<file path="config.mk">
export PLATFORM = sky130hd
export DESIGN_NAME = online_mean_variance_top
export DESIGN_NICKNAME = d
export VERILOG_FILES = /design/src/design/omv_pkg.sv /design/src/design/omv_div.sv /design/src/design/omv_sqrt.sv /design/src/design/online_mean_variance_top.sv
export SDC_FILE = /design/constraint.sdc
export NUM_CORES = 2
export LEC_CHECK = 0
export BUFFER_PORTS_ARGS = -buffer_cell sky130_fd_sc_hd__buf_2
export CAP_MARGIN = 0
export CORE_ASPECT_RATIO = 0.7
export CORE_UTILIZATION = 55
export CTS_CLUSTER_SIZE = 25
export DETAILED_ROUTE_END_ITERATION = 6
export MAX_ROUTING_LAYER = met4
export PLACE_DENSITY_LB_ADDON = 0.2
export SETUP_SLACK_MARGIN = 0.15
export SKIP_LAST_GASP = 1
export SLEW_MARGIN = 25
export SYNTH_ARGS = -nofsm -noshare
export SYNTH_HDL_FRONTEND = slang
export SYNTH_SLANG_ARGS = --single-unit
</file>
<file path="constraint.sdc">
create_clock -name aclk -period 14.1 [get_ports aclk]
set_input_delay 0 -clock aclk [delete_from_list [all_inputs] [get_ports aclk]]
set_output_delay 0 -clock aclk [all_outputs]
set_load 0.02 [all_outputs]
</file>
<file path="src/design/omv_pkg.sv">
// Shared widths and handshake structs for the online mean and variance block.
package omv_pkg;

    localparam int SAMPLE_W = 32;
    localparam int COUNT_W  = 32;
    localparam int MEAN_W   = 32;
    localparam int VAR_W    = 64;
    localparam int ROOT_W   = 32;
    localparam int DEN_W    = 32;

    typedef struct packed {
        logic start;
        logic short_op;
    } omv_div_ctrl_t;

    typedef struct packed {
        logic busy;
        logic done;
    } omv_unit_stat_t;

endpackage

</file>
<file path="src/design/omv_div.sv">
// Restoring radix-2 divider, one quotient bit per cycle, 32 or 64 quotient bits.
module omv_div
    import omv_pkg::*;
(
    input  logic                 aclk,
    input  logic                 aresetn,
    input  omv_div_ctrl_t        ctrl,
    input  logic [VAR_W-1:0]     dividend,
    input  logic [DEN_W-1:0]     divisor,
    output omv_unit_stat_t       stat,
    output logic [VAR_W-1:0]     quotient
);

    localparam int CNT_W = $clog2(VAR_W);

    logic [DEN_W-1:0] rem_reg;
    logic [DEN_W-1:0] den_reg;
    logic [VAR_W-1:0] quo_reg;
    logic [CNT_W-1:0] cnt_reg;
    logic             busy_reg;
    logic             done_reg;

    logic [DEN_W:0]   trial;
    logic [DEN_W:0]   diff;
    logic             fits;

    // Bring down the next dividend bit and try a subtraction.
    assign trial = {rem_reg, quo_reg[VAR_W-1]};
    assign diff  = trial - {1'b0, den_reg};
    assign fits  = trial >= {1'b0, den_reg};

    always_ff @(posedge aclk) begin
        if (!aresetn) begin
            busy_reg <= 1'b0;
            done_reg <= 1'b0;
        end else begin
            done_reg <= 1'b0;
            if (ctrl.start) begin
                busy_reg <= 1'b1;
            end else if (busy_reg && cnt_reg == '0) begin
                busy_reg <= 1'b0;
                done_reg <= 1'b1;
            end
        end
    end

    always_ff @(posedge aclk) begin
        if (ctrl.start) begin
            rem_reg <= '0;
            den_reg <= divisor;
            if (ctrl.short_op) begin
                quo_reg <= {dividend[DEN_W-1:0], DEN_W'(0)};
                cnt_reg <= CNT_W'(DEN_W - 1);
            end else begin
                quo_reg <= dividend;
                cnt_reg <= CNT_W'(VAR_W - 1);
            end
        end else if (busy_reg) begin
            rem_reg <= fits ? diff[DEN_W-1:0] : trial[DEN_W-1:0];
            quo_reg <= {quo_reg[VAR_W-2:0], fits};
            cnt_reg <= cnt_reg - CNT_W'(1);
        end
    end

    assign stat.busy = busy_reg;
    assign stat.done = done_reg;
    assign quotient  = quo_reg;

endmodule

</file>
<file path="src/design/omv_sqrt.sv">
// Digit-by-digit integer square root, one root bit per cycle.
module omv_sqrt
    import omv_pkg::*;
(
    input  logic               aclk,
    input  logic               aresetn,
    input  logic               start,
    input  logic [VAR_W-1:0]   radicand,
    output omv_unit_stat_t     stat,
    output logic [ROOT_W-1:0]  root
);

    localparam int CNT_W = $clog2(ROOT_W);
    localparam int REM_W = ROOT_W + 2;

    logic [VAR_W-1:0]  rad_reg;
    logic [REM_W-1:0]  rem_reg;
    logic [ROOT_W-1:0] root_reg;
    logic [CNT_W-1:0]  cnt_reg;
    logic              busy_reg;
    logic              done_reg;

    logic [REM_W+1:0]  cand;
    logic [REM_W+1:0]  sub;
    logic [REM_W+1:0]  diff;
    logic              fits;

    // Append the next two radicand bits and test against 4*root + 1.
    assign cand = {rem_reg, rad_reg[VAR_W-1:VAR_W-2]};
    assign sub  = (REM_W + 2)'({root_reg, 2'b01});
    assign diff = cand - sub;
    assign fits = cand >= sub;

    always_ff @(posedge aclk) begin
        if (!aresetn) begin
            busy_reg <= 1'b0;
            done_reg <= 1'b0;
        end else begin
            done_reg <= 1'b0;
            if (start) begin
                busy_reg <= 1'b1;
            end else if (busy_reg && cnt_reg == '0) begin
                busy_reg <= 1'b0;
                done_reg <= 1'b1;
            end
        end
    end

    always_ff @(posedge aclk) begin
        if (start) begin
            rad_reg  <= radicand;
            rem_reg  <= '0;
            root_reg <= '0;
            cnt_reg  <= CNT_W'(ROOT_W - 1);
        end else if (busy_reg) begin
            rad_reg  <= {rad_reg[VAR_W-3:0], 2'b00};
            rem_reg  <= fits ? diff[REM_W-1:0] : cand[REM_W-1:0];
            root_reg <= {root_reg[ROOT_W-2:0], fits};
            cnt_reg  <= cnt_reg - CNT_W'(1);
        end
    end

    assign stat.busy = busy_reg;
    assign stat.done = done_reg;
    assign root      = root_reg;

endmodule

</file>
<file path="src/design/online_mean_variance_top.sv">
// Top level of the online mean and variance block: sequencer, Welford update and output register.
//
// The block takes one signed Q16.16 sample per beat and returns one result beat
// holding the saturating sample count, the running mean (Welford update, the
// mean step truncated toward zero), the sample variance M2/(n-1) in Q32.32 and
// its floor square root in Q16.16. With one sample or fewer the variance and
// standard deviation read all ones and m_variance_valid is low. Items are
// processed one at a time: s_ready is high only while the sequencer is idle.
// A later sample passes through a short-form divide of the mean step by the
// count, a shift-add multiply for the squared-deviation term, a divide of M2
// by n-1 on the shared radix-2 divider, and a square root, with setup and
// handoff states between the steps. The block takes no new sample until the
// result has gone into the output register. The first sample after reset
// skips these steps and goes straight to the output state. A finished result
// sits in the output register, so the next sample can be accepted while the
// previous result still waits for m_ready.
module online_mean_variance_top
    import omv_pkg::*;
(
    input  logic                     aclk,
    input  logic                     aresetn,
    input  logic                     s_valid,
    output logic                     s_ready,
    input  logic signed [SAMPLE_W-1:0] s_sample,
    output logic                     m_valid,
    input  logic                     m_ready,
    output logic [COUNT_W-1:0]       m_sample_count,
    output logic signed [MEAN_W-1:0] m_running_mean,
    output logic [VAR_W-1:0]         m_sample_variance,
    output logic [ROOT_W-1:0]        m_std_deviation,
    output logic                     m_variance_valid
);

    localparam logic [3:0] S_IDLE   = 4'd0;
    localparam logic [3:0] S_PREP   = 4'd1;
    localparam logic [3:0] S_MDIV   = 4'd2;
    localparam logic [3:0] S_D1     = 4'd3;
    localparam logic [3:0] S_MUL    = 4'd4;
    localparam logic [3:0] S_ACC    = 4'd5;
    localparam logic [3:0] S_VSTART = 4'd6;
    localparam logic [3:0] S_VDIV   = 4'd7;
    localparam logic [3:0] S_SQRT   = 4'd8;
    localparam logic [3:0] S_OUT    = 4'd9;

    localparam int MUL_CNT_W = $clog2(MEAN_W);

    logic [3:0]               state_reg;
    logic [3:0]               state_next;

    // Welford state.
    logic [COUNT_W-1:0]       count_reg;
    logic signed [MEAN_W-1:0] mean_reg;
    logic [VAR_W-1:0]         sq_reg;

    // Working registers for the current sample.
    logic signed [MEAN_W-1:0] sample_reg;
    logic [MEAN_W-1:0]        mag0_reg;
    logic                     neg_reg;
    logic                     var_ok_reg;
    logic [MEAN_W-1:0]        prod_hi_reg;
    logic [MEAN_W-1:0]        prod_lo_reg;
    logic [MUL_CNT_W-1:0]     mul_cnt_reg;
    logic [VAR_W-1:0]         var_reg;

    // Output register.
    logic                     m_valid_reg;
    logic [COUNT_W-1:0]       out_count_reg;
    logic signed [MEAN_W-1:0] out_mean_reg;
    logic [VAR_W-1:0]         out_var_reg;
    logic [ROOT_W-1:0]        out_root_reg;
    logic                     out_ok_reg;

    logic                     s_take;
    logic                     out_load;
    logic signed [MEAN_W:0]   d0;
    logic signed [MEAN_W:0]   d1;
    logic [MEAN_W:0]          d0_neg;
    logic [MEAN_W:0]          d1_abs;
    logic [MEAN_W-1:0]        step_q;
    logic signed [MEAN_W-1:0] mean_upd;
    logic [MEAN_W:0]          mul_sum;
    logic [VAR_W:0]           acc_sum;

    omv_div_ctrl_t            div_ctrl;
    omv_unit_stat_t           div_stat;
    omv_unit_stat_t           sqrt_stat;
    logic [VAR_W-1:0]         div_dividend;
    logic [DEN_W-1:0]         div_divisor;
    logic [VAR_W-1:0]         div_quotient;
    logic                     sqrt_start;
    logic [ROOT_W-1:0]        sqrt_root;

    assign s_ready  = (state_reg == S_IDLE);
    assign s_take   = s_valid && s_ready;
    assign out_load = (state_reg == S_OUT) && (!m_valid_reg || m_ready);

    // Deviation of the sample from the old mean, and from the new mean.
    assign d0     = {sample_reg[MEAN_W-1], sample_reg} - {mean_reg[MEAN_W-1], mean_reg};
    assign d0_neg = -d0;
    assign d1     = {sample_reg[MEAN_W-1], sample_reg} - {mean_reg[MEAN_W-1], mean_reg};
    assign d1_abs = d1[MEAN_W] ? -d1 : d1;

    assign step_q   = div_quotient[MEAN_W-1:0];
    assign mean_upd = neg_reg ? (mean_reg - $signed(step_q)) : (mean_reg + $signed(step_q));

    // One shift-add step of the multiplier: add the multiplicand when the low bit is set.
    assign mul_sum = {1'b0, prod_hi_reg} + (prod_lo_reg[0] ? {1'b0, mag0_reg} : '0);
    assign acc_sum = {1'b0, sq_reg} + {1'b0, prod_hi_reg, prod_lo_reg};

    // The divider serves both the mean step (short form) and the variance.
    always_comb begin
        div_ctrl.start    = 1'b0;
        div_ctrl.short_op = 1'b0;
        div_dividend      = sq_reg;
        div_divisor       = DEN_W'(count_reg - COUNT_W'(1));
        if (state_reg == S_PREP && count_reg != COUNT_W'(1)) begin
            div_ctrl.start    = 1'b1;
            div_ctrl.short_op = 1'b1;
            div_dividend      = VAR_W'(d0[MEAN_W] ? d0_neg[MEAN_W-1:0] : d0[MEAN_W-1:0]);
            div_divisor       = DEN_W'(count_reg);
        end else if (state_reg == S_VSTART) begin
            div_ctrl.start    = 1'b1;
        end
    end

    assign sqrt_start = (state_reg == S_VDIV) && div_stat.done;

    omv_div u_div (
        .aclk     (aclk),
        .aresetn  (aresetn),
        .ctrl     (div_ctrl),
        .dividend (div_dividend),
        .divisor  (div_divisor),
        .stat     (div_stat),
        .quotient (div_quotient)
    );

    omv_sqrt u_sqrt (
        .aclk     (aclk),
        .aresetn  (aresetn),
        .start    (sqrt_start),
        .radicand (div_quotient),
        .stat     (sqrt_stat),
        .root     (sqrt_root)
    );

    always_comb begin
        state_next = state_reg;
        unique case (state_reg)
            S_IDLE: begin
                if (s_take) begin
                    state_next = S_PREP;
                end
            end
            S_PREP: begin
                state_next = (count_reg == COUNT_W'(1)) ? S_OUT : S_MDIV;
            end
            S_MDIV: begin
                if (div_stat.done) begin
                    state_next = S_D1;
                end
            end
            S_D1: begin
                state_next = S_MUL;
            end
            S_MUL: begin
                if (mul_cnt_reg == '0) begin
                    state_next = S_ACC;
                end
            end
            S_ACC: begin
                state_next = S_VSTART;
            end
            S_VSTART: begin
                state_next = S_VDIV;
            end
            S_VDIV: begin
                if (div_stat.done) begin
                    state_next = S_SQRT;
                end
            end
            S_SQRT: begin
                if (sqrt_stat.done) begin
                    state_next = S_OUT;
                end
            end
            S_OUT: begin
                if (out_load) begin
                    state_next = S_IDLE;
                end
            end
            default: begin
                state_next = S_IDLE;
            end
        endcase
    end

    // Control state and the Welford state, all cleared by reset.
    always_ff @(posedge aclk) begin
        if (!aresetn) begin
            state_reg   <= S_IDLE;
            count_reg   <= '0;
            mean_reg    <= '0;
            sq_reg      <= '0;
            m_valid_reg <= 1'b0;
        end else begin
            state_reg <= state_next;
            if (s_take && count_reg != '1) begin
                count_reg <= count_reg + COUNT_W'(1);
            end
            if (state_reg == S_PREP && count_reg == COUNT_W'(1)) begin
                mean_reg <= sample_reg;
            end else if (state_reg == S_MDIV && div_stat.done) begin
                mean_reg <= mean_upd;
            end
            if (state_reg == S_ACC) begin
                sq_reg <= acc_sum[VAR_W] ? '1 : acc_sum[VAR_W-1:0];
            end
            if (out_load) begin
                m_valid_reg <= 1'b1;
            end else if (m_ready) begin
                m_valid_reg <= 1'b0;
            end
        end
    end

    // Datapath registers for the sample in flight and the output register.
    always_ff @(posedge aclk) begin
        if (s_take) begin
            sample_reg <= MEAN_W'(s_sample);
        end
        if (state_reg == S_PREP) begin
            var_ok_reg <= (count_reg != COUNT_W'(1));
            neg_reg    <= d0[MEAN_W];
            mag0_reg   <= d0[MEAN_W] ? d0_neg[MEAN_W-1:0] : d0[MEAN_W-1:0];
        end
        if (state_reg == S_D1) begin
            prod_hi_reg <= '0;
            prod_lo_reg <= d1_abs[MEAN_W-1:0];
            mul_cnt_reg <= MUL_CNT_W'(MEAN_W - 1);
        end else if (state_reg == S_MUL) begin
            prod_hi_reg <= mul_sum[MEAN_W:1];
            prod_lo_reg <= {mul_sum[0], prod_lo_reg[MEAN_W-1:1]};
            mul_cnt_reg <= mul_cnt_reg - MUL_CNT_W'(1);
        end
        if (sqrt_start) begin
            var_reg <= div_quotient;
        end
        if (out_load) begin
            out_count_reg <= count_reg;
            out_mean_reg  <= mean_reg;
            out_var_reg   <= var_ok_reg ? var_reg : '1;
            out_root_reg  <= var_ok_reg ? sqrt_root : '1;
            out_ok_reg    <= var_ok_reg;
        end
    end

    assign m_valid           = m_valid_reg;
    assign m_sample_count    = out_count_reg;
    assign m_running_mean    = out_mean_reg;
    assign m_sample_variance = out_var_reg;
    assign m_std_deviation   = out_root_reg;
    assign m_variance_valid  = out_ok_reg;

`ifndef SYNTHESIS
    // The iterative units are idle whenever a new sample can be taken.
    a_units_idle: assert property (@(posedge aclk) disable iff (!aresetn)
        s_ready |-> (!div_stat.busy && !sqrt_stat.busy))
        else $error("divider or square root busy while the block is idle");

    // Divider results only arrive while the sequencer waits for them.
    a_div_done_state: assert property (@(posedge aclk) disable iff (!aresetn)
        div_stat.done |-> (state_reg == S_MDIV || state_reg == S_VDIV))
        else $error("divider finished outside a divide state");

    // The valid flag follows the reported count.
    a_valid_flag: assert property (@(posedge aclk) disable iff (!aresetn)
        m_valid |-> (m_variance_valid == (m_sample_count > COUNT_W'(1))))
        else $error("variance valid flag disagrees with the sample count");

    // Without a valid variance both statistics read all ones.
    a_invalid_ones: assert property (@(posedge aclk) disable iff (!aresetn)
        (m_valid && !m_variance_valid) |->
            (m_sample_variance == '1 && m_std_deviation == '1))
        else $error("invalid variance result not saturated");
`endif

endmodule
</file>
; ---- Word level (Yosys, flattened, before mapping)
; Cells that the tools add are included.
[op_classes]
add_sub_neg = 13
order_cmp = 2
n_eq_ne = 18
muxes = 41
n_bitwise = 1
n_reduce_logical = 25
[ops]
columns = cell, count
row1 = 64-bit two-way mux, 7
row2 = 32-bit two-way mux, 11
row3 = 64-bit by 64-bit adder with 65-bit output, 1
row4 = 32-bit subtractor, 2
row5 = 4-bit one-hot mux with 10 select lines, 1
row6 = 36-bit by 34-bit >= comparator with 1-bit output, 1
row7 = 34-bit two-way mux, 1
row8 = 34-bit subtractor, 1
row9 = 32-bit by 32-bit adder with 33-bit output, 1
row10 = 33-bit by 32-bit >= comparator with 1-bit output, 1
row11 = 32-bit by 32-bit subtractor with 33-bit output, 1
row12 = "32-bit by 1-bit adder with 32-bit output, second input constant", 1
row13 = 32-bit adder, 1
row14 = "32-bit by 1-bit equality test with 1-bit output, second input constant", 1
row15 = "32-bit by 1-bit != test with 1-bit output, second input constant", 1
row16 = "32-bit != test, second input constant", 1
row17 = 32-bit negator, 1
row18 = "32-bit by 1-bit subtractor with 32-bit output, second input constant", 1
row19 = 4-bit two-way mux, 7
row20 = 6-bit two-way mux, 3
row21 = "4-bit by 3-bit equality test with 1-bit output, second input constant", 4
row22 = 2-bit nonzero test, 7
row23 = 1-bit two-way mux, 11
row24 = 5-bit logical NOT, 2
row25 = 15 further kinds, 31
[word_totals]
register_bits = 766
input_bits = 36
out_inout_bits = 163
elab_cells = 130

; ---- Logic depth before layout (Yosys ltp)
[depth]
depth_word = 6
mapped_depth = 21

; ---- Cells and area by module
; From an unflattened synthesis, not the netlist that was laid out.
[unflattened]
cells_unflattened = 4518
hier_area_um2 = 43845.8
[by_module_without_submodules]
columns = module, n_inst, cells_per_inst, area_each_um2, seq_area_each_um2
row1 = online_mean_variance_top, 1, 2979, 28695.0, 13102.6
row2 = omv_sqrt, 1, 758, 7619.8, 3383.2
row3 = omv_div, 1, 781, 7531.0, 3743.6

; ---- Worst setup path after synthesis
; No wires, ideal clock.
[synth_timing]
path_type = register to register
startpoint = register state_reg[0]
endpoint = register out_mean_reg[0] (netlist: m_running_mean[0]), enable pin
arrival_time_ns = 11.657
required_time_ns = 13.220
slack_ns = 1.563
path_stages_with_launch = 4
path_buffers = 1
period_less_slack_ns = 12.537
path_cell_list = dfxtp_1 clkbuf_1 inv_1 nor3_1
[synth_via]
elab_chain_len = 2
[synth_lines]
columns = element, line_no
row1 = start: declaration, online_mean_variance_top.sv:47  ; logic [3:0] state_reg;
row2 = start signal: assignment, online_mean_variance_top.sv:207  ; state_reg <= state_next;
row3 = 4-bit equality test, online_mean_variance_top.sv:95  ; assign out_load = (state_reg == S_OUT) && (!m_valid_reg || m_ready);
row4 = 1-bit logical AND, online_mean_variance_top.sv:95
row5 = named net out_load, online_mean_variance_top.sv:74  ; logic out_load;
row6 = end signal: assignment, online_mean_variance_top.sv:251  ; out_mean_reg <= mean_reg;
row7 = end: declaration, online_mean_variance_top.sv:68  ; logic signed [MEAN_W-1:0] out_mean_reg;
; The timed path passes the listed nets, and every way through them passes these cells.
; A chain may end at the register's enable or synchronous reset.

; ---- Final worst setup path
[layout_timing]
startpoint = register prod_lo_reg[0]
endpoint = register sq_reg[1]
[layout_via]
elab_chain_len = 2
[layout_lines]
columns = element, line_no
row1 = start: declaration, online_mean_variance_top.sv:61  ; logic [MEAN_W-1:0] prod_lo_reg;
row2 = start signal: assignment, online_mean_variance_top.sv:239  ; prod_lo_reg <= d1_abs[MEAN_W-1:0];
row3 = start signal: assignment, online_mean_variance_top.sv:243  ; prod_lo_reg <= {mul_sum[0], prod_lo_reg[MEAN_W-1:1]};
row4 = 64-bit by 64-bit adder with 65-bit output, online_mean_variance_top.sv:108  ; assign acc_sum = {1'b0, sq_reg} + {1'b0, prod_hi_reg, prod_lo_reg};
row5 = 64-bit two-way mux, online_mean_variance_top.sv:217  ; sq_reg <= acc_sum[VAR_W] ? '1 : acc_sum[VAR_W-1:0];
row6 = end signal: assignment, online_mean_variance_top.sv:217
row7 = end: declaration, online_mean_variance_top.sv:53  ; logic [VAR_W-1:0] sq_reg;
; Every way passes these cells.

==> out/metrics.yaml <==
outcome:
  status: "finished, final reports clean"
synth:
  yosys.area_share.simple_pct: 14.5
  synth_edf_count: 489
  synth-main-ff-cell: "edfxtp_1"
  synth_compound_area_share_pct: 18.3
  ys_async_sr_fraction_pct: 0
  synth_top_cell_area_share_pct: 34.9
  synth_mux_area_share_pct: 1.71
  synthTopCellsByArea: "edfxtp_1, dfxtp_1, ha_1"
  synth_area_mm2: 0.0421
  synthCells: 4293
  yosysSeqAreaShare_pct: 48.0
  synthAdderAreaFrac_pct: 7.16
  ys_seq_elements: 766
  post-synth-top-area-cell: "edfxtp_1"
  yosys.area_share.xor_xnor_pct: 6.53
  syn_avg_cell_area_um2: 9.81
  synth_top_family_by_area: "compound AO/OA/AOI/OAI gates"
  syn_nets: 4567
  ys_warn_count: 0
  yosysUniqueCellTypes: 97
global_routing:
  grt_max_degree: 87
  grt_pass1_vias: 29900
  grt_pass1_wl_mm: 175
  grt-ovfl-total: 0
  antenna_found_initial: 5
  track_usage_pct: 29.6
worst_setup_path:
  cp_top_family: "compound AO/OA/AOI/OAI gates"
  cpMostUsedCell: "buf_4"
  cp.required_ns: 14.59
  cp.arrival_ns: 6.00
  critPathCaptureType: "flop"
  path_cells: "buf_4, ha_1, inv_1, fa_1, nand2b_1, a21oi_1, o21ai_0, o21ai_1, a31oi_1, o41ai_2, buf_4, a221o_1, a21o_1, a31oi_4, o31ai_2, a211oi_4, buf_4, a21oi_1"
  crit_fanout: 56
  cp_slowest_stage_delay_ns: 0.91
  cp_slowest_cell: "buf_4"
  worstSetupPathType: "reg2reg"
  critPathBufInv: 4
  crit_path_start_kind: "flop"
clock_tree:
  cts_buffers: 77
  clockRootBuffer: "clkbuf_16"
  cts-resized-gates: 0
  h-tree-depth: 3
  clk_latency_ns: 0.66
  clkSinkCount: 766
  cts_tree: "yes"
  cts_buffer_depth: 3
  clkTransAtPathRegs_ns: 0.06
floorplanning:
  fp.dieH_um: 234
  rows: 84
  die_w_um: 333
  coreArea_mm2: 0.0755
  dieArea_mm2: 0.0777
  initial_core_util_pct: 55.8
  io_pins: 199
drt:
  dr.first_iter.drc_count: 3240
  vias: 32900
  wl_mm: 113
  avgViaCountPerCell: 5.99
  first_pass_iters: 6
  drc: 0
  ant_nets: 0
  detail_route.wl_per_cell_um: 20.5
pwr:
  p_per_area_mw_per_mm2: 221
  ir_drop_mv: 0.170
  p_leak_nw: 18.9
timing:
  skew_ns: 0.0390
  drv_slew: 0
  slew_headroom_pct: 26.0
  timing.final.hold_violations: 0
  worstMarginPinSlew_ns: 1.11
  setup_viol: 0
  max_freq_mhz: 182
  rsz0062_at_grt: "no"
  min_period_ns: 5.51
  finalSetupTns_ns: 0
  period_share_pct: 39.0
finish:
  layout_common_cells: "nand2_1, edfxtp_1, o21ai_0"
  final_nets: 4721
  stdcell_area_mm2: 0.0469
  final_layout_size_suffix_gt1_share_pct: 10.7
  syn2layout_area_growth_pct: 11.4
  final_common_cell: "nand2_1"
min_path:
  hold_path.class: "in2reg"
job:
  maxCapViolations: 0
placement:
  dpl.hpwl_mm: 80.1
  place.gp.congestion: 0.971
  port_buffers: 198
  post_dp_cell_area_mm2: 0.0439
what timing repair did:
item	CTS	global route
setup endpoints to repair	0	0
buffers inserted	0	0
endpoints found under the hold margin	96	0
hold buffers	35	0
kinds of logic (layout without fill, tap and decap cells):
family,after synthesis,after routing
compound gates,1211,1211
xor+xnor,313,313
fa+ha+maj,238,238
buf+inv,403,622
flops,766,766
mux,72,72
other cells,0,1
simple gates,1290,1290
power by group:
group / internal, mW / switching [mW] / total (mW)
Clock: 1.22 / 0.924 / 2.14
Combinational: 1.63 / 2.99 / 4.62
Sequential: 3.12 / 0.494 / 3.61
final timing paths:
path,start,endpoint,slack (ns),depth (start not counted)
max reg2reg,prod_lo_reg[0]$_DFFE_PP_,sq_reg[1]$_SDFFE_PN0P_,8.59,18
min,s_sample[16],sample_reg[16]$_DFFE_PP_,0.05,2
max,prod_lo_reg[0]$_DFFE_PP_,sq_reg[1]$_SDFFE_PN0P_,8.59,18
min reg2reg,u_sqrt.cnt_reg[4]$_SDFFE_PP1P_,u_sqrt.done_reg$_SDFF_PP0_,0.48,1
cells in the mapped netlist, drive strengths merged (89+ instances only):
cell type,n
a21o,129
a21oi,367
and2,89
clkbuf,174
dfxtp,277
edfxtp,489
ha,233
inv,203
nand2,538
nand2b,104
nor2,224
o21ai,368
xnor2,192
xor2,121
final cells by class:
type	instances	area [um^2]
fillers	6213	28500
multi-input cells	3124	20400
flip-flops and latches	766	20200
clock buffers	106	2190
repair buffers	272	1640
well taps	989	1240
inverters	206	781
clock inverters	38	470
diodes	1	2.50
metrics by stage:
stage | hold slack (ns) | total power [mW] | std cells | setup WS, ns | utilization, %
CTS | 0.0249 | 10.3 | 5501 | 8.72 | 62.2
finish | 0.0524 | 10.4 | 5502 | 8.59 | 62.2
global placement | 0.176 | 8.06 | 5322 | 8.84 | 58.2
global route | 0.0331 | 11.0 | 5502 | 8.37 | 62.2
floorplan | 0.0989 | 6.69 | 4293 | 1.56 | -
detailed placement | 0.178 | 8.13 | 5322 | 8.77 | 58.2
layer usage:
| layer | vias up | routed length (um) | GRT usage, % |
|---|---|---|---|
| met3 | 149 | 9420 | 4.42 |
| met2 | 1298 | 47700 | 42.7 |
| met4 | 0 | 2080 | 5.96 |
| met1 | 15700 | 53500 | 44.1 |
| met5 | - | 0 | - |
| li1 | 15800 | - | - |
Power figures use the tool's default switching activity.
